$ cat src/hw/rtl/bclru_pkg.sv
// Shared types and constants for the LRU block cache with pin bits.
// Used by the controller, the datapath and the top level.
`default_nettype none

package bclru_pkg;

    localparam int STAMP_W  = 32;
    localparam int STATUS_W = 3;
    localparam int SLOT_W   = 4;    // width of the slot fields on the ports

    typedef logic [STATUS_W-1:0] t_status;

    localparam t_status ST_HIT      = 3'd0;
    localparam t_status ST_MISS     = 3'd1;
    localparam t_status ST_RANGE    = 3'd2;
    localparam t_status ST_FULL     = 3'd3;
    localparam t_status ST_PINNED   = 3'd4;
    localparam t_status ST_RELEASED = 3'd5;

    typedef struct packed {
        logic latch;    // capture the request word
        logic rd_en;    // issue a scan read
        logic commit;   // update state, register the result word
    } t_dp_cmd;

    typedef struct packed {
        logic skip_scan;    // release or out-of-range get at the input
    } t_dp_stat;

endpackage

`default_nettype wire

$ cat src/hw/rtl/bclru_ram.sv
// Generic single-write, single-read RAM with registered read data.
// No dependencies.
`default_nettype none

module bclru_ram #(
    parameter int WIDTH = 32,
    parameter int DEPTH = 16,
    localparam int AW = (DEPTH > 1) ? $clog2(DEPTH) : 1
) (
    input  wire logic             i_clk,
    input  wire logic             i_we,
    input  wire logic [AW-1:0]    i_waddr,
    input  wire logic [WIDTH-1:0] i_wdata,
    input  wire logic             i_re,
    input  wire logic [AW-1:0]    i_raddr,
    output logic      [WIDTH-1:0] o_rdata
);

    logic [WIDTH-1:0] r_mem [DEPTH];

    always_ff @(posedge i_clk) begin
        if (i_we) begin
            r_mem[i_waddr] <= i_wdata;
        end
    end

    always_ff @(posedge i_clk) begin
        if (i_re) begin
            o_rdata <= r_mem[i_raddr];
        end
    end

endmodule

`default_nettype wire

$ cat src/hw/rtl/bclru_ctrl.sv
// Sequencer for the cache: accept, slot scan, drain, commit.
// Depends on bclru_pkg.
`default_nettype none

module bclru_ctrl #(
    parameter int NUM_SLOTS = 16,
    localparam int SLOT_BITS = $clog2(NUM_SLOTS)
) (
    input  wire logic                   i_clk,
    input  wire logic                   i_rst_n,
    input  wire logic                   i_start,
    output logic                        o_busy,
    input  wire bclru_pkg::t_dp_stat    i_stat,
    output bclru_pkg::t_dp_cmd          o_cmd,
    output logic [SLOT_BITS-1:0]        o_rd_addr
);

    import bclru_pkg::*;

    localparam logic [1:0] S_IDLE = 2'd0;
    localparam logic [1:0] S_SCAN = 2'd1;
    localparam logic [1:0] S_LAST = 2'd2;
    localparam logic [1:0] S_RESP = 2'd3;

    localparam logic [SLOT_BITS-1:0] LAST_SLOT = SLOT_BITS'(NUM_SLOTS - 1);

    logic [1:0]           r_state, n_state;
    logic [SLOT_BITS-1:0] r_cnt, n_cnt;
    logic                 accept;

    assign accept    = i_start && (r_state == S_IDLE);
    assign o_busy    = (r_state != S_IDLE);
    assign o_rd_addr = r_cnt;

    always_comb begin
        n_state      = r_state;
        n_cnt        = r_cnt;
        o_cmd.latch  = 1'b0;
        o_cmd.rd_en  = 1'b0;
        o_cmd.commit = 1'b0;
        case (r_state)
            S_IDLE: begin
                if (accept) begin
                    o_cmd.latch = 1'b1;
                    n_cnt       = '0;
                    n_state     = i_stat.skip_scan ? S_RESP : S_SCAN;
                end
            end
            S_SCAN: begin
                o_cmd.rd_en = 1'b1;
                if (r_cnt == LAST_SLOT) begin
                    n_state = S_LAST;
                end else begin
                    n_cnt = r_cnt + 1'b1;
                end
            end
            S_LAST: begin
                n_state = S_RESP;
            end
            S_RESP: begin
                o_cmd.commit = 1'b1;
                n_state      = S_IDLE;
            end
            default: begin
                n_state = S_IDLE;
            end
        endcase
    end

    always_ff @(posedge i_clk) begin
        if (!i_rst_n) begin
            r_state <= S_IDLE;
            r_cnt   <= '0;
        end else begin
            r_state <= n_state;
            r_cnt   <= n_cnt;
        end
    end

endmodule

`default_nettype wire

$ cat src/hw/rtl/bclru_dp.sv
// Datapath: tag and stamp RAMs, valid/pin bits, scan compare, result word.
// Depends on bclru_pkg and bclru_ram.
`default_nettype none

module bclru_dp #(
    parameter int NUM_SLOTS       = 16,
    parameter int BLOCK_ADDR_BITS = 10,
    localparam int SLOT_BITS = $clog2(NUM_SLOTS)
) (
    input  wire logic                         i_clk,
    input  wire logic                         i_rst_n,
    input  wire bclru_pkg::t_dp_cmd           i_cmd,
    input  wire logic [SLOT_BITS-1:0]         i_rd_addr,
    output bclru_pkg::t_dp_stat               o_stat,
    input  wire logic                         i_cfg_we,
    input  wire logic [BLOCK_ADDR_BITS:0]     i_cfg_wdata,
    input  wire logic                         i_mode,
    input  wire logic [BLOCK_ADDR_BITS-1:0]   i_block_number,
    input  wire logic [bclru_pkg::SLOT_W-1:0] i_release_slot,
    output logic                              o_done,
    output bclru_pkg::t_status                o_status,
    output logic [bclru_pkg::SLOT_W-1:0]      o_granted_slot,
    output logic                              o_writeback_needed,
    output logic [BLOCK_ADDR_BITS-1:0]        o_writeback_block
);

    import bclru_pkg::*;

    localparam int RW = (SLOT_BITS > SLOT_W) ? SLOT_BITS : SLOT_W;
    localparam logic [BLOCK_ADDR_BITS:0] DISK_RST = {1'b1, {BLOCK_ADDR_BITS{1'b0}}};

    logic [BLOCK_ADDR_BITS:0]   r_disk_blocks;
    logic [NUM_SLOTS-1:0]       r_valid;
    logic [NUM_SLOTS-1:0]       r_pinned;
    logic [STAMP_W-1:0]         r_use;

    logic                       r_mode;
    logic                       r_range;
    logic [BLOCK_ADDR_BITS-1:0] r_bno;
    logic [SLOT_W-1:0]          r_rel;

    logic                       r_cmp_vld;
    logic [SLOT_BITS-1:0]       r_cmp_idx;
    logic                       r_hit;
    logic [SLOT_BITS-1:0]       r_hit_idx;
    logic                       r_vic;
    logic [SLOT_BITS-1:0]       r_vic_idx;
    logic [STAMP_W-1:0]         r_vic_stamp;
    logic                       r_vic_wb;
    logic [BLOCK_ADDR_BITS-1:0] r_vic_tag;

    logic                       r_out_vld;
    t_status                    r_out_status;
    logic [SLOT_W-1:0]          r_out_slot;
    logic                       r_out_wb;
    logic [BLOCK_ADDR_BITS-1:0] r_out_wb_block;

    logic [BLOCK_ADDR_BITS-1:0] tag_q;
    logic [STAMP_W-1:0]         stamp_q;
    logic [STAMP_W-1:0]         cur_stamp;
    logic                       cur_valid;
    logic                       cur_pin;
    logic                       hit_now;
    logic                       vic_now;
    logic                       in_range_fail;

    logic [STAMP_W-1:0]         n_use;
    logic [RW-1:0]              rel_ext;
    logic [SLOT_BITS-1:0]       rel_idx;
    logic                       rel_ok;
    logic                       hit_ok;
    logic                       miss_ok;
    logic                       tag_we;
    logic                       stamp_we;
    logic [SLOT_BITS-1:0]       wr_idx;
    logic [RW-1:0]              wr_idx_ext;

    // scan compare
    assign in_range_fail    = ({1'b0, i_block_number} >= r_disk_blocks);
    assign o_stat.skip_scan = i_mode || in_range_fail;

    assign cur_valid = r_valid[r_cmp_idx];
    assign cur_pin   = r_pinned[r_cmp_idx];
    assign cur_stamp = cur_valid ? stamp_q : '0;
    assign hit_now   = r_cmp_vld && !r_hit && cur_valid && (tag_q == r_bno);
    assign vic_now   = r_cmp_vld && !cur_pin && (!r_vic || (cur_stamp < r_vic_stamp));

    // commit decode
    assign n_use      = r_use + 1'b1;
    assign rel_ext    = RW'(r_rel);
    assign rel_idx    = rel_ext[SLOT_BITS-1:0];
    assign rel_ok     = (32'(r_rel) < NUM_SLOTS);
    assign hit_ok     = !r_mode && !r_range && r_hit && !r_pinned[r_hit_idx];
    assign miss_ok    = !r_mode && !r_range && !r_hit && r_vic;
    assign wr_idx     = r_hit ? r_hit_idx : r_vic_idx;
    assign wr_idx_ext = RW'(wr_idx);
    assign tag_we     = i_cmd.commit && miss_ok;
    assign stamp_we   = i_cmd.commit && (hit_ok || miss_ok);

    bclru_ram #(
        .WIDTH (BLOCK_ADDR_BITS),
        .DEPTH (NUM_SLOTS)
    ) u_tag_ram (
        .i_clk   (i_clk),
        .i_we    (tag_we),
        .i_waddr (wr_idx),
        .i_wdata (r_bno),
        .i_re    (i_cmd.rd_en),
        .i_raddr (i_rd_addr),
        .o_rdata (tag_q)
    );

    bclru_ram #(
        .WIDTH (STAMP_W),
        .DEPTH (NUM_SLOTS)
    ) u_stamp_ram (
        .i_clk   (i_clk),
        .i_we    (stamp_we),
        .i_waddr (wr_idx),
        .i_wdata (n_use),
        .i_re    (i_cmd.rd_en),
        .i_raddr (i_rd_addr),
        .o_rdata (stamp_q)
    );

    always_ff @(posedge i_clk) begin
        if (!i_rst_n) begin
            r_disk_blocks <= DISK_RST;
            r_valid       <= '0;
            r_pinned      <= '0;
            r_use         <= '0;
            r_cmp_vld     <= 1'b0;
            r_out_vld     <= 1'b0;
        end else begin
            if (i_cfg_we) begin
                r_disk_blocks <= i_cfg_wdata;
            end
            r_cmp_vld <= i_cmd.rd_en;
            r_out_vld <= i_cmd.commit;
            if (i_cmd.commit) begin
                if (r_mode) begin
                    if (rel_ok) begin
                        r_pinned[rel_idx] <= 1'b0;
                    end
                end else if (hit_ok || miss_ok) begin
                    r_valid[wr_idx]  <= 1'b1;
                    r_pinned[wr_idx] <= 1'b1;
                    r_use            <= n_use;
                end
            end
        end
    end

    always_ff @(posedge i_clk) begin
        if (i_cmd.latch) begin
            r_mode  <= i_mode;
            r_range <= in_range_fail;
            r_bno   <= i_block_number;
            r_rel   <= i_release_slot;
            r_hit   <= 1'b0;
            r_vic   <= 1'b0;
        end else begin
            if (hit_now) begin
                r_hit     <= 1'b1;
                r_hit_idx <= r_cmp_idx;
            end
            if (vic_now) begin
                r_vic       <= 1'b1;
                r_vic_idx   <= r_cmp_idx;
                r_vic_stamp <= cur_stamp;
                r_vic_wb    <= cur_valid;
                r_vic_tag   <= tag_q;
            end
        end
        if (i_cmd.rd_en) begin
            r_cmp_idx <= i_rd_addr;
        end
    end

    // result word
    always_ff @(posedge i_clk) begin
        if (i_cmd.commit) begin
            r_out_slot     <= '0;
            r_out_wb       <= 1'b0;
            r_out_wb_block <= '0;
            if (r_mode) begin
                r_out_status <= ST_RELEASED;
            end else if (r_range) begin
                r_out_status <= ST_RANGE;
            end else if (r_hit) begin
                if (hit_ok) begin
                    r_out_status <= ST_HIT;
                    r_out_slot   <= wr_idx_ext[SLOT_W-1:0];
                end else begin
                    r_out_status <= ST_PINNED;
                end
            end else if (!r_vic) begin
                r_out_status <= ST_FULL;
            end else begin
                r_out_status <= ST_MISS;
                r_out_slot   <= wr_idx_ext[SLOT_W-1:0];
                r_out_wb     <= r_vic_wb;
                if (r_vic_wb) begin
                    r_out_wb_block <= r_vic_tag;
                end
            end
        end
    end

    assign o_done             = r_out_vld;
    assign o_status           = r_out_status;
    assign o_granted_slot     = r_out_slot;
    assign o_writeback_needed = r_out_wb;
    assign o_writeback_block  = r_out_wb_block;

    a_use_step: assert property (@(posedge i_clk) disable iff (!i_rst_n)
        (r_out_vld && (o_status == ST_HIT || o_status == ST_MISS))
            |-> (r_use == $past(r_use) + 1'b1))
        else $error("use counter did not advance on a grant");

    a_use_hold: assert property (@(posedge i_clk) disable iff (!i_rst_n)
        (r_out_vld && o_status != ST_HIT && o_status != ST_MISS)
            |-> (r_use == $past(r_use)))
        else $error("use counter moved on a non-grant");

    a_wb_miss: assert property (@(posedge i_clk) disable iff (!i_rst_n)
        (r_out_vld && o_writeback_needed) |-> (o_status == ST_MISS))
        else $error("write-back flagged outside a miss");

    a_ram_write: assert property (@(posedge i_clk) disable iff (!i_rst_n)
        tag_we |-> (stamp_we && !r_valid[wr_idx] || stamp_we && !r_pinned[wr_idx]))
        else $error("tag write into a pinned slot");

endmodule

`default_nettype wire

$ cat src/hw/rtl/block_cache_lru_with_pinning_unit.sv
// Top level of the LRU block cache tag/replacement controller with pin bits.
// Depends on bclru_pkg, bclru_ctrl, bclru_dp (which uses bclru_ram).
//
// channel   direction  handshake                 word
// request   in         i_start & !o_busy         i_mode, i_block_number, i_release_slot
// result    out        o_done (one-cycle strobe) o_status, o_granted_slot,
//                                                o_writeback_needed, o_writeback_block
// config    in         i_cfg_we                  i_cfg_wdata (disk_blocks)
//
// A get scans every slot, reading one slot per cycle from the tag and stamp RAMs,
// then drains the last read and commits. A release or an out-of-range get skips
// the scan and goes straight to commit. o_busy is high from the cycle after accept
// until the commit cycle; a new request may start while o_done is shown.
// Synchronous active-low reset clears valid and pin bits, the use counter and
// sets disk_blocks to 2**BLOCK_ADDR_BITS. The result receiver cannot stall.
`default_nettype none

module block_cache_lru_with_pinning_unit #(
    parameter int NUM_SLOTS       = 16,
    parameter int BLOCK_ADDR_BITS = 10
) (
    input  wire logic                         i_clk,
    input  wire logic                         i_rst_n,
    input  wire logic                         i_start,
    output logic                              o_busy,
    input  wire logic                         i_mode,
    input  wire logic [BLOCK_ADDR_BITS-1:0]   i_block_number,
    input  wire logic [bclru_pkg::SLOT_W-1:0] i_release_slot,
    input  wire logic                         i_cfg_we,
    input  wire logic [BLOCK_ADDR_BITS:0]     i_cfg_wdata,
    output logic                              o_done,
    output bclru_pkg::t_status                o_status,
    output logic [bclru_pkg::SLOT_W-1:0]      o_granted_slot,
    output logic                              o_writeback_needed,
    output logic [BLOCK_ADDR_BITS-1:0]        o_writeback_block
);

    import bclru_pkg::*;

    localparam int SLOT_BITS = $clog2(NUM_SLOTS);

    t_dp_cmd              dp_cmd;
    t_dp_stat             dp_stat;
    logic [SLOT_BITS-1:0] rd_addr;

    bclru_ctrl #(
        .NUM_SLOTS (NUM_SLOTS)
    ) u_ctrl (
        .i_clk     (i_clk),
        .i_rst_n   (i_rst_n),
        .i_start   (i_start),
        .o_busy    (o_busy),
        .i_stat    (dp_stat),
        .o_cmd     (dp_cmd),
        .o_rd_addr (rd_addr)
    );

    bclru_dp #(
        .NUM_SLOTS       (NUM_SLOTS),
        .BLOCK_ADDR_BITS (BLOCK_ADDR_BITS)
    ) u_dp (
        .i_clk              (i_clk),
        .i_rst_n            (i_rst_n),
        .i_cmd              (dp_cmd),
        .i_rd_addr          (rd_addr),
        .o_stat             (dp_stat),
        .i_cfg_we           (i_cfg_we),
        .i_cfg_wdata        (i_cfg_wdata),
        .i_mode             (i_mode),
        .i_block_number     (i_block_number),
        .i_release_slot     (i_release_slot),
        .o_done             (o_done),
        .o_status           (o_status),
        .o_granted_slot     (o_granted_slot),
        .o_writeback_needed (o_writeback_needed),
        .o_writeback_block  (o_writeback_block)
    );

endmodule

`default_nettype wire

$ cat config.mk
export PLATFORM = sky130hd
export DESIGN_NAME = block_cache_lru_with_pinning_unit
export DESIGN_NICKNAME = d
export VERILOG_FILES = /design/src/hw/rtl/bclru_pkg.sv /design/src/hw/rtl/bclru_ram.sv /design/src/hw/rtl/bclru_ctrl.sv /design/src/hw/rtl/bclru_dp.sv /design/src/hw/rtl/block_cache_lru_with_pinning_unit.sv
export SDC_FILE = /design/constraint.sdc
export NUM_CORES = 1
export LEC_CHECK = 0
export ABC_AREA = 1
export BUFFER_PORTS_ARGS = -buffer_cell sky130_fd_sc_hd__buf_2
export CORE_MARGIN = 3
export CORE_UTILIZATION = 35
export DETAILED_ROUTE_END_ITERATION = 10
export PLACE_DENSITY = 0.6
export SETUP_SLACK_MARGIN = 0.4
export SLEW_MARGIN = 20
export SYNTH_ARGS = -nofsm -noshare
export SYNTH_HDL_FRONTEND = slang
export SYNTH_SLANG_ARGS = --single-unit
$ cat constraint.sdc
create_clock -name i_clk -period 15.2 [get_ports i_clk]
set_clock_uncertainty 0.15 [all_clocks]
set_input_delay 3.04 -clock i_clk [delete_from_list [all_inputs] [get_ports i_clk]]
set_output_delay 3.04 -clock i_clk [all_outputs]
set_load 0.05 [all_outputs]
* Word level (Yosys, flattened, before mapping) *
Memories as Yosys holds them, arrays and structs flattened. A register that Yosys moved wholly into a read port is not among the register bits.
Index checks and enable logic that the tools add are counted.

cells by class
  multiply operators = 0
  bitwise gates (word level) = 8
  add/sub/neg operators = 2
  div/mod/pow operators = 0
  $lt $le $gt $ge = 8
  reduce and logical (&&, ||, !) cells = 37
  equality and inequality tests = 8
  muxes and demuxes = 36
  shift-type cells = 0

operators by type and width
  kind                   number
  $add 32x1->32 const B  1
  $lt 32x32->1           1
  $mux 16                2
  $mux 32                1
  $or 16x16->16          2
  $mux 4                 6
  $lt 4x5->1 const B     4
  $and 16x16->16         1
  $not 16->16            1
  $logic_and 1x1->1      15
  $mux 1                 13
  $bmux 1 s4             3
  $ge 10x11->1           1
  $eq 10x10->1           1
  $mux 3                 3
  $demux 1 s4            2
  $ge 4x1->1 const B     2
  $mux 2                 4
  $pmux 2 s4             1
  $pmux 4 s2             1
  $reduce_and 2->1       4
  $logic_not 1->1        6
  $reduce_and 3->1       2
  $reduce_bool 2->1      3
  other kinds (12)       19

storage, ports and cells
  bits in registers = 174
  output and inout bits = 20
  memory bits (writable) = 672
  latch bits = 0
  input bits = 30
  memories = 2
  memory bits (read-only) = 0
  logic and storage cells = 125

memory list
  name                    depth  bits a word  rd ports  clocked after memory_dff  write ports  line             RTL
  u_dp.u_stamp_ram.r_mem  16     32           1         1                         1            bclru_ram.sv:19  logic [WIDTH-1:0] r_mem [DEPTH];
  u_dp.u_tag_ram.r_mem    16     10           1         1                         1            bclru_ram.sv:19

* Logic depth before layout (Yosys ltp) *
Gate-level depths: netlist (run 1).

  depth in word-level cells = 8
  depth in mapped cells = 23

* Modules after synthesis *
Synthesis (run 1) repeated with hierarchy kept, for this count alone.

second synthesis, totals
  cell total of the unflattened synthesis = 3866
  area total of the unflattened synthesis = 39336.5 um^2

by module, submodules not included
  module                         instances  seq. area each (um^2)  area an instance (um^2)  cells each
  bclru_ram at u_dp.u_stamp_ram  1          16335.7                23050.9                  2120
  bclru_dp                       1          4254.1                 8562.0                   1000
  bclru_ram at u_dp.u_tag_ram    1          5104.9                 7279.5                   682
  bclru_ctrl                     1          120.1                  444.2                    64

* Worst setup path before layout (run 1) *
Ideal clock, no wire load.

  kind = input-to-reg
  start = input port i_start
  end = register u_dp.r_vic_idx[0], enable pin
  required time = 14583 ps
  stages = 3
  buffers on the path = 0
  setup time = 467 ps
  arrival time = 5551 ps
  slack = 9032 ps
  cells stage by stage = nand2_1 > nand4_1 > a21oi_1

on the way
  longest elaborated chain between the ends = 5

ends and longest elaborated chain
  item                        line                                     RTL
  start: declaration          block_cache_lru_with_pinning_unit.sv:24  input wire logic i_start,
  $logic_and 1x1->1           bclru_ctrl.sv:31                         assign accept = i_start && (r_state == S_IDLE);
  $mux 1                      bclru_ctrl.sv:43                         if (accept) begin
  $mux 1                      bclru_ctrl.sv:41                         case (r_state)
  $not 1->1 (no line)         -
  $reduce_and 2->1 (no line)  -
  end signal: assignment      bclru_dp.sv:169                          r_vic_idx <= r_cmp_idx;
  end: declaration            bclru_dp.sv:47                           logic [SLOT_BITS-1:0] r_vic_idx;

No other way between the ends.
A chain may end at the register's enable or synchronous reset.

* Worst setup path after layout (run 1) *
  start = register u_dp.r_cmp_idx[0]
  end = register u_dp.r_vic_stamp[20], enable pin

on the way
  longest elaborated chain between the ends = 7

ends and longest elaborated chain
  item                          line             RTL
  start: declaration            bclru_dp.sv:43   logic [SLOT_BITS-1:0] r_cmp_idx;
  start signal: assignment      bclru_dp.sv:176  r_cmp_idx <= i_rd_addr;
  $bmux 1 s4                    bclru_dp.sv:82   assign cur_valid = r_valid[r_cmp_idx];
  $mux 1 (not written as such)  bclru_dp.sv:82
  net u_dp.cur_valid            bclru_dp.sv:61   logic cur_valid;
  $mux 32                       bclru_dp.sv:84   assign cur_stamp = cur_valid ? stamp_q : '0;
  net u_dp.cur_stamp[27]        bclru_dp.sv:60   logic [STAMP_W-1:0] cur_stamp;
  $lt 32x32->1                  bclru_dp.sv:86   assign vic_now = r_cmp_vld && !cur_pin && (!r_vic || (cur_stamp < r_vic_stamp));
  $logic_or 1x1->1              bclru_dp.sv:86
  $logic_and 1x1->1             bclru_dp.sv:86
  $reduce_and 2->1 (no line)    -
  end signal: assignment        bclru_dp.sv:170  r_vic_stamp <= cur_stamp;
  end: declaration              bclru_dp.sv:48   logic [STAMP_W-1:0] r_vic_stamp;

The timed path passes the listed nets, and every way through them passes these cells. The select of a mux whose other input is x is not followed.

==> summary.txt, run 1 <==
Route
  – Drt drc: 0
  – DR WL/cell: approximately 21 µm
  – DR vias/cell: 5.26
  – Initial DRC Count: roughly 2100
  – Pre-antenna DRT Iters: 5
  – Via count: between 20000 and 25000
  – ANT nets after route: 0
  – Final WL: between 90000 and 100000 µm

STA
  – Worst slew pin tran: 1.10 ns
  – Final setup vio count: 0
  – Final period util: 34.5%
  – Fin crit period: between 5 and 6 ns
  – Smallest hold slack: between 0.2 and 0.3 ns
  – Rel. slew slack: 26.5%
  – Final Hold Violating Endpoints: 0
  – Setup TNS Final: 0 ns
  – Pins Over Slew Limit: 0
  – Achievable frequency: 0.190 GHz
  – RSZ-0062 raised after global routing: no

Logic synthesis
  – Register area share after synthesis: a little under three quarters
  – Post-Synth XOR/XNOR Area: less than 1%
  – Async SR Flop Fraction: 0%
  – Predominant post-synthesis flop cell: edfxtp_1
  – Synth cell types: 45
  – Largest family of logic cells by synthesized area: compound AO/OA/AOI/OAI gates
  – Cells after Synth: ~2900
  – Adder-cell share of the synthesized area: 1.63%
  – Compound-Gate Fraction of Synth Area: a little over an eighth
  – Flop and latch count out of synthesis: between 800 and 900
  – Mux cell area share after synthesis: 0%
  – EDFF count, synth: 803
  – Synth Area per Inst: 12.4 µm²
  – Post-Synthesis Net Count: roughly 3000
  – Synth Area in Simple Gates: under 10%
  – Post-Syn Area: approximately 36000 µm²
  – Synth warnings: 0

Floorplan
  – Die ar.: around 110000 µm²
  – Die Wd: approximately 330 µm
  – Initial Util: between 30% and 40%
  – Io pins: 50
  – Core Footprint: slightly above 100000 µm²
  – Die Y-Extent: around 330 µm
  – FP Rows: between 100 and 150

Clock network
  – Setup Buffers After CTS: 0
  – Reg clk slew, reported paths: ~0.060 ns
  – Post_cts resized: 0
  – Num CTS Buffers: 86
  – Clock Latency Late Sink: approximately 0.65 ns
  – H-tree Lvls: 3
  – Longest Clk Path Bufs: 3
  – TritonCTS clock tree: done
  – TritonCTS Sinks: between 800 and 900
  – Post-CTS Hold Buffers: 0
  – Clock Tree Root: clkbuf_16

Worst setup path
  – Arrival time worst endpoint: between 5 and 6 ns
  – Slowest CP cell: inv_1
  – R2r endpoint: u_dp.r_vic_stamp[20]
  – CP Launch Point: u_dp.r_cmp_idx[0]
  – Startpoint class of the critical path: flop
  – Crit end category: flop
  – Slowest Stage Delay on Critical Path: about 0.75 ns
  – R2R Path Start: u_dp.r_cmp_idx[0]
  – CP Max Fanout: 32
  – Reg-to-reg slack, setup: ~9.9 ns
  – Setup crit end: u_dp.r_vic_stamp[20]
  – Req. time, crit path: around 15 ns
  – Crit-path cells: inv_1, nand2_1, nand3_1, nand3_1, nand3_1, nand2_1, inv_1, nor2_1, ha_1, nand2_1, inv_1, nand2_1, nand3_1, nand3_1, a21oi_1, a2111oi_0, nand2_1, a21oi_4, buf_4
  – Setup CP Type: flop to flop
  – Worst R2R Path Depth: 19

Global routing
  – Initial antenna violation count: 1
  – First-pass GRT wire length: approximately 140000 µm
  – GRT overflow: 0
  – GR Util All Layers: 17.1%
  – Vias in the first global route: ~22000
  – Largest net degree at the start of global routing: around 120

Cells and area
  – Final nets: ~3000
  – Area delta synth->final: 13.6%
  – Number of fill cells: roughly 9400
  – Final non-filler cell area: 40900 µm²
  – Number of diodes: 0
  – Share of layout cells above drive strength 1: between 10% and 20%
  – Non-filler cells, final: between 4000 and 5000
  – Layout Utilization: 40.5%

Job
  – Max Cap Viol: 0

Place
  – Port bufs: 49
  – Area post-placement: 37900 µm²
  – Placed Instances: 4193
  – Dpl hpwl: around 49000 µm
  – Final Wtd Congestion: between 0.8 and 0.9

Min path
  – HP Class: flop to flop

Run status
  – Status: finished clean

Power and ir drop
  – Pwr Density: around 150 nW/µm²
  – Leakage: ~13 nW
  – Maximum vdd drop: approximately 0.079 mV
## per-layer routing
layer | vias up | share of wire, % | routed length [µm] | GRT usage (%)
met2 | 741 | 48 | 45200 | 28.6
li1 | 10600 | - | - | -
met4 | 2 | 2.1 | 1950 | 5.16
met3 | 118 | 5.8 | 5390 | 2.08
met5 | - | 0.0075 | 7 | 0
met1 | 11400 | 44 | 41000 | 23.4
## critical path, delay by kind of cell (launching register included)
family                     cells  cell delay (ns)
buffers and inverters          4             1.67
and+or+nand+nor               11             1.15
DFF                            1             0.63
adders and majority gates      1             0.36
AOI/OAI and AO/OA              3             0.91
## where the power goes
part           total, W  internal, W  switching (W)
Sequential      0.00291      0.00280       0.000109
Combinational  0.000862     0.000234       0.000629
Clock           0.00220      0.00128       0.000921
Total           0.00597      0.00431        0.00166
## worst min path at each step
| stage | cells after the start | start | end | slack [ns] |
|---|---|---|---|---|
| 5_1_grt | 0 | u_dp.u_tag_ram.o_rdata[6] | u_dp.r_vic_tag[6] | 0.32 |
| 3_5_place_dp | 0 | u_dp.u_tag_ram.o_rdata[6] | u_dp.r_vic_tag[6] | 0.29 |
| 4_1_cts | 0 | u_dp.u_tag_ram.o_rdata[6] | u_dp.r_vic_tag[6] | 0.30 |
| 3_3_place_gp | 0 | u_dp.u_tag_ram.o_rdata[6] | u_dp.r_vic_tag[6] | 0.28 |
| 6_report | 0 | u_dp.u_tag_ram.o_rdata[6] | u_dp.r_vic_tag[6] | 0.30 |
| 2_1_floorplan | 0 | u_ctrl.o_rd_addr[3] | u_dp.r_cmp_idx[3] | 0.26 |
## layout make-up
class                      count  area (µm²)  area share (%)
sequential                   888       25800            63.2
multi-input combinational   1627        8950            21.9
clock buffer                 110        2320            5.69
tap                         1357        1700            4.15
inverter                     212         806            1.97
timing repair buffer         109         696            1.70
clock inverter                50         566            1.38
## metrics by stage
step | power [W] | setup WS, ns
after floorplan | 0.00352 | 9.03
after global placement | 0.00382 | 9.99
final | 0.00597 | 9.95
after global routing | 0.00622 | 9.47
after detailed placement | 0.00383 | 9.96
after CTS | 0.00601 | 9.95
## Yosys cell counts (5+ instances only)
library cell / number / area, µm²
nand4_1: 14 / 87.6
nand3_1: 72 / 360
clkbuf_1: 154 / 578
a21oi_1: 77 / 385
o21a_1: 16 / 120
nand2_1: 159 / 597
nor2_4: 8 / 90.1
buf_1: 7 / 26.3
o22ai_1: 50 / 313
a211oi_1: 9 / 67.6
o221ai_1: 121 / 1060
nor3_1: 8 / 40.0
edfxtp_1: 803 / 24100
buf_2: 10 / 50.1
o211a_1: 16 / 160
o21ai_0: 415 / 2080
inv_1: 208 / 781
nor2_1: 498 / 1870
nor4_1: 6 / 37.5
dfxtp_1: 85 / 1700
o211ai_1: 51 / 383
nor2_2: 5 / 31.3
xor2_1: 22 / 193
nand2_2: 10 / 62.6
ha_1: 47 / 588
## sequential cells by signal, indices dropped and copies added, names as in the netlist, 11 cells and up
name / count
u_dp.r_pinned: 16
u_dp.u_stamp_ram.o_rdata: 32
u_dp.r_valid: 16
u_dp.r_disk_blocks: 11
u_dp.u_stamp_ram.r_mem: 512
u_dp.r_vic_stamp: 32
u_dp.r_use: 32
u_dp.u_tag_ram.r_mem: 160
## cells by family after synthesis
kind of cell / after synthesis
buf+inv: 383
simple gates: 784
flops: 888
xor+xnor: 25
fa+ha+maj: 47
compound gates: 771
## cells in the final DEF, fill, tap and decap left out, types with 20 or more instances in the layout
| cell type | synthesis | routed |
|---|---|---|
| nand2_1 | 159 | 159 |
| clkinv_2 | 0 | 20 |
| buf_2 | 10 | 49 |
| nand3_1 | 72 | 72 |
| nor2_4 | 8 | 24 |
| o21ai_0 | 415 | 415 |
| clkbuf_16 | 0 | 88 |
| o221ai_1 | 121 | 121 |
| ha_1 | 47 | 46 |
| inv_1 | 208 | 206 |
| edfxtp_1 | 803 | 803 |
| nor2_1 | 498 | 478 |
| o22ai_1 | 50 | 50 |
| buf_4 | 0 | 60 |
| o211ai_1 | 51 | 51 |
| dfxtp_1 | 85 | 81 |
| a21oi_1 | 77 | 75 |
No activity file was read; power rests on OpenSTA's default activity.
==> run 2, diff against run 1 <==
--- a/config.mk
+++ b/config.mk
@@ -5,7 +5,7 @@
 export SDC_FILE = /design/constraint.sdc
 export NUM_CORES = 1
 export LEC_CHECK = 0
-export ABC_AREA = 1
+export ABC_AREA = 0
 export BUFFER_PORTS_ARGS = -buffer_cell sky130_fd_sc_hd__buf_2
 export CORE_MARGIN = 3
 export CORE_UTILIZATION = 35
==> constraint.sdc (replaced) <==
create_clock -name i_clk -period 5.1 [get_ports i_clk]
set_clock_uncertainty 0.15 [all_clocks]
set_input_delay 1.02 -clock i_clk [delete_from_list [all_inputs] [get_ports i_clk]]
set_output_delay 1.02 -clock i_clk [all_outputs]
set_load 0.05 [all_outputs]
==> summary.txt, run 2 <==
Logic synthesis
  – Top-area cell type share of the netlist area: 68.5% (+1.5 points)
  – Leading area contributor after synthesis: edfxtp_1
  – Register area share after synthesis: 73.3% (+1.6 points)
  – Predominant post-synthesis flop cell: edfxtp_1
  – Synth Area per Inst: 19.5 µm² (+57%)
  – Synth cell count leaders: 803 x edfxtp_1, 222 x mux4_2, 85 x dfxtp_1
  – Async SR Flop Fraction: 0% (unchanged)
  – Synth warnings: 0 (unchanged)
  – Mux cell area share after synthesis: 14.8% (+15 points)
  – Post-Synthesis Net Count: 1884 (-37%)
  – Synth cell types: 56 (+24%)
  – Flop and latch count out of synthesis: 888 (unchanged)
  – Synth area leaders: edfxtp_1 69%, mux4_2 14%, dfxtp_1 4.8%
  – Largest family of logic cells by synthesized area: multiplexers
  – Cells after Synth: 1807 (-38%)
  – Post-Synth XOR/XNOR Area: 1.44% (+0.83 points)
  – Compound-Gate Fraction of Synth Area: 2.72% (-10 points)
  – EDFF count, synth: 803 (unchanged)
  – Synth Area in Simple Gates: 4.44% (-4.5 points)
  – Post-Syn Area: 35200 µm² (-2.2%)
  – Most frequent cell after synthesis: edfxtp_1
  – Adder-cell share of the synthesized area: 1.67% (+0.036 points)

Clock network
  – Post-CTS Hold Buffers: 0 (unchanged)
  – TritonCTS Sinks: 888 (unchanged)
  – Longest Clk Path Bufs: 3 (unchanged)
  – Clock Latency Late Sink: 0.65 ns (about the same)
  – Clock Tree Root: clkbuf_16
  – H-tree Lvls: 3 (unchanged)
  – TritonCTS clock tree: done
  – Reg clk slew, reported paths: 0.06 ns (about the same)
  – Num CTS Buffers: 91 (+5.8%)

Worst setup path
  – CP Max Fanout: 32 (unchanged)
  – Req. time, crit path: 5.30 ns (-10.02 ns)
  – Buffers & Inverters on Critical Path: 3 (-1)
  – CP dominant cell by count: buf_4
  – Arrival time worst endpoint: 4.47 ns (-0.90 ns)
  – R2R Path Start: u_dp.r_cmp_idx[0]
  – Slowest Stage Delay on Critical Path: 0.53 ns (-0.22 ns)
  – Crit end category: flop
  – Slowest CP cell: nor4_1
  – Startpoint class of the critical path: flop
  – Crit path max-delay family: simple AND/OR/NAND/NOR gates
  – CP Launch Point: u_dp.r_cmp_idx[0]
  – Crit-path cells: buf_4, mux4_2, mux2i_1, mux2i_4, buf_4, and2_1, ha_1, nand4_1, nor4_1, nand2_1, nor4_1, a221o_1, a21oi_4, buf_4
  – Setup CP Type: flop to flop

Floorplan
  – Die ar.: 104000 µm² (-2.1%)
  – FP Rows: 115 (-0.86%)
  – Core Footprint: 99000 µm² (-2.0%)
  – Io pins: 50 (unchanged)
  – Initial Util: 35.6% (-0.059 points)
  – Die Wd: 323 µm (-1.1%)
  – Die Y-Extent: 323 µm (-1.1%)

Route
  – Via count: 17300 (-24%)
  – Pre-antenna DRT Iters: 6 (+1)
  – Initial DRC Count: 1580 (-26%)
  – ANT nets after route: 0 (unchanged)
  – DR WL/cell: 24.4 µm (+14%)
  – DR vias/cell: 5.25 (about the same)
  – Drt drc: 0 (unchanged)
  – Final WL: 80400 µm (-14%)

STA
  – Worst slew pin tran: 1.09 ns (-0.00530 ns)
  – Final period util: 83.7% (+49 points)
  – Achievable frequency: 0.234 GHz (+23%)
  – Rel. slew slack: 26.6% (+0.10 points)
  – Pins Over Slew Limit: 0 (unchanged)
  – Final Hold Violating Endpoints: 0 (unchanged)
  – Fin crit period: 4.27 ns (-0.980 ns)
  – Setup TNS Final: 0 ns (unchanged)
  – Final setup vio count: 0 (unchanged)
  – RSZ-0062 raised after global routing: no

Global routing
  – Vias in the first global route: 18200 (-17%)
  – GRT overflow: 0 (unchanged)
  – Initial antenna violation count: 4 (+3)
  – First-pass GRT wire length: 120000 µm (-14%)
  – Largest net degree at the start of global routing: 73 (-37%)
  – GR Util All Layers: 15.5% (-1.6 points)

Cells and area
  – Max FFs per register: 512 (unchanged)
  – Layout Utilization: 41.1% (+0.61 points)
  – Non-filler cells, final: 3290 (-24%)
  – Largest Register: u_dp.u_stamp_ram.r_mem
  – Number of fill cells: 8626 (-8.5%)
  – Area delta synth->final: 15.5%
  – Multi-input combinational cell area: 9120 µm² (+1.8%)
  – Most frequent cells in the layout: 803 x edfxtp_1, 222 x mux4_2, 91 x clkbuf_16
  – Biggest regs: u_dp.u_stamp_ram.r_mem (512), u_dp.u_tag_ram.r_mem (160)
  – Register area: 25800 µm² (unchanged)
  – Share of layout cells above drive strength 1: 26.0% (+15 points)
  – Commonest non-fill, non-tap cell in the layout: edfxtp_1
  – Final nets: 2004 (-33%)

Place
  – Port bufs: 49 (unchanged)
  – Final Wtd Congestion: 0.786 (-4.4%)
  – Dpl hpwl: 45800 µm (-7.0%)
  – Placed Instances: 3118 (-26%)

Power and ir drop
  – Reg power frac: 51.2% (+2.4 points)
  – Internal power: 0.0129 W (+200%)
  – Sw Share: 23.0% (-4.8 points)
  – NetSw: 0.00384 W (+130%)
  – Clk pwr share: 40.2% (+3.4 points)
  – Gate power share: 8.7% (-5.7 points)
  – Pwr Density: 411 nW/µm² (+180%)
  – Leakage: 13.4 nW (+0.48%)
  – Maximum vdd drop: 0.292 mV (+270%)

Run status
  – Status: finished clean

Min path
  – HP Class: flop to flop
  – Hold Startpoint: u_dp.r_valid[13]

Job
  – Max Cap Viol: 0 (unchanged)
==> run 2: cell types whose count changed after synthesis, moves of 46 or more <==
cell and change:
a21oi_1 -59, and2_1 +66, clkbuf_1 -95, inv_1 -151
mux4_2 +222, nand2_1 -110, nand3_1 -49, nor2_1 -432
o211ai_1 -46, o21ai_0 -389, o221ai_1 -121, o22ai_1 -48
==> run 2: what timing repair did <==
action,CTS,global route
hold endpoints to repair,0,0
buffers inserted,0,3
resized for setup,0,0
setup endpoints to repair,0,32
==> run 2: power by group through the flow <==
stage          Clock, W  Combinational (W)  Sequential (W)
2_1_floorplan         0            0.00107         0.00854
3_3_place_gp          0            0.00143         0.00872
3_5_place_dp          0            0.00145         0.00872
4_1_cts         0.00686            0.00145         0.00857
5_1_grt         0.00713            0.00157         0.00859
6_report        0.00671            0.00145         0.00855
==> run 2: cell type report <==
class | count | area share (%)
timing repair buffer | 110 | 2.10
antenna | 1 | 0.00615
tap | 1287 | 3.96
multi-input combinational | 779 | 22.4
clock buffer | 118 | 6.00
inverter | 57 | 0.526
sequential | 888 | 63.5
clock inverter | 50 | 1.46
==> run 2: kinds of logic after synthesis <==
group | count (synthesis)
simple gates | 294
buf+inv | 140
compound gates | 138
xor+xnor | 58
flops | 888
mux | 242
fa+ha+maj | 47
==> run 2: worst reg2reg max path, delay by kind of cell (launching register included) <==
family,cells,cell delay (ns)
mux,3,0.97
simple gates,5,1.24
buf+inv,3,0.66
compound gates,2,0.32
fa+ha+maj,1,0.32
flops,1,0.32
==> run 2: final timing paths <==
path / to / slack [ns] / cells past startpoint
worst max-delay path: u_dp.r_vic_stamp[24] / 0.83 / 14
worst min-delay path: u_dp.r_valid[13] / 0.32 / 1
worst max register to register: u_dp.r_vic_stamp[24] / 0.83 / 14
worst min register to register: u_dp.r_valid[13] / 0.32 / 1
==> run 2: through the flow <==
stage	area, µm²	hold slack [ns]	total power [W]	setup WS, ns
floorplan	35200	0.256	0.00961	0.680
global placement	37500	0.295	0.0101	0.560
detailed placement	37500	0.304	0.0102	0.476
CTS	40500	0.320	0.0169	0.467
global route	40700	0.338	0.0173	0.671
finish	40700	0.320	0.0167	0.830
==> run 2: layer usage <==
metal / share of wire (%) / GRT usage, % / up-vias
li1: - / - / 7517
met1: 43 / 20.8 / 9203
met2: 50 / 25.9 / 439
met3: 5.1 / 2.88 / 116
met4: 2.3 / 4.83 / 2
met5: 0.016 / 0 / -
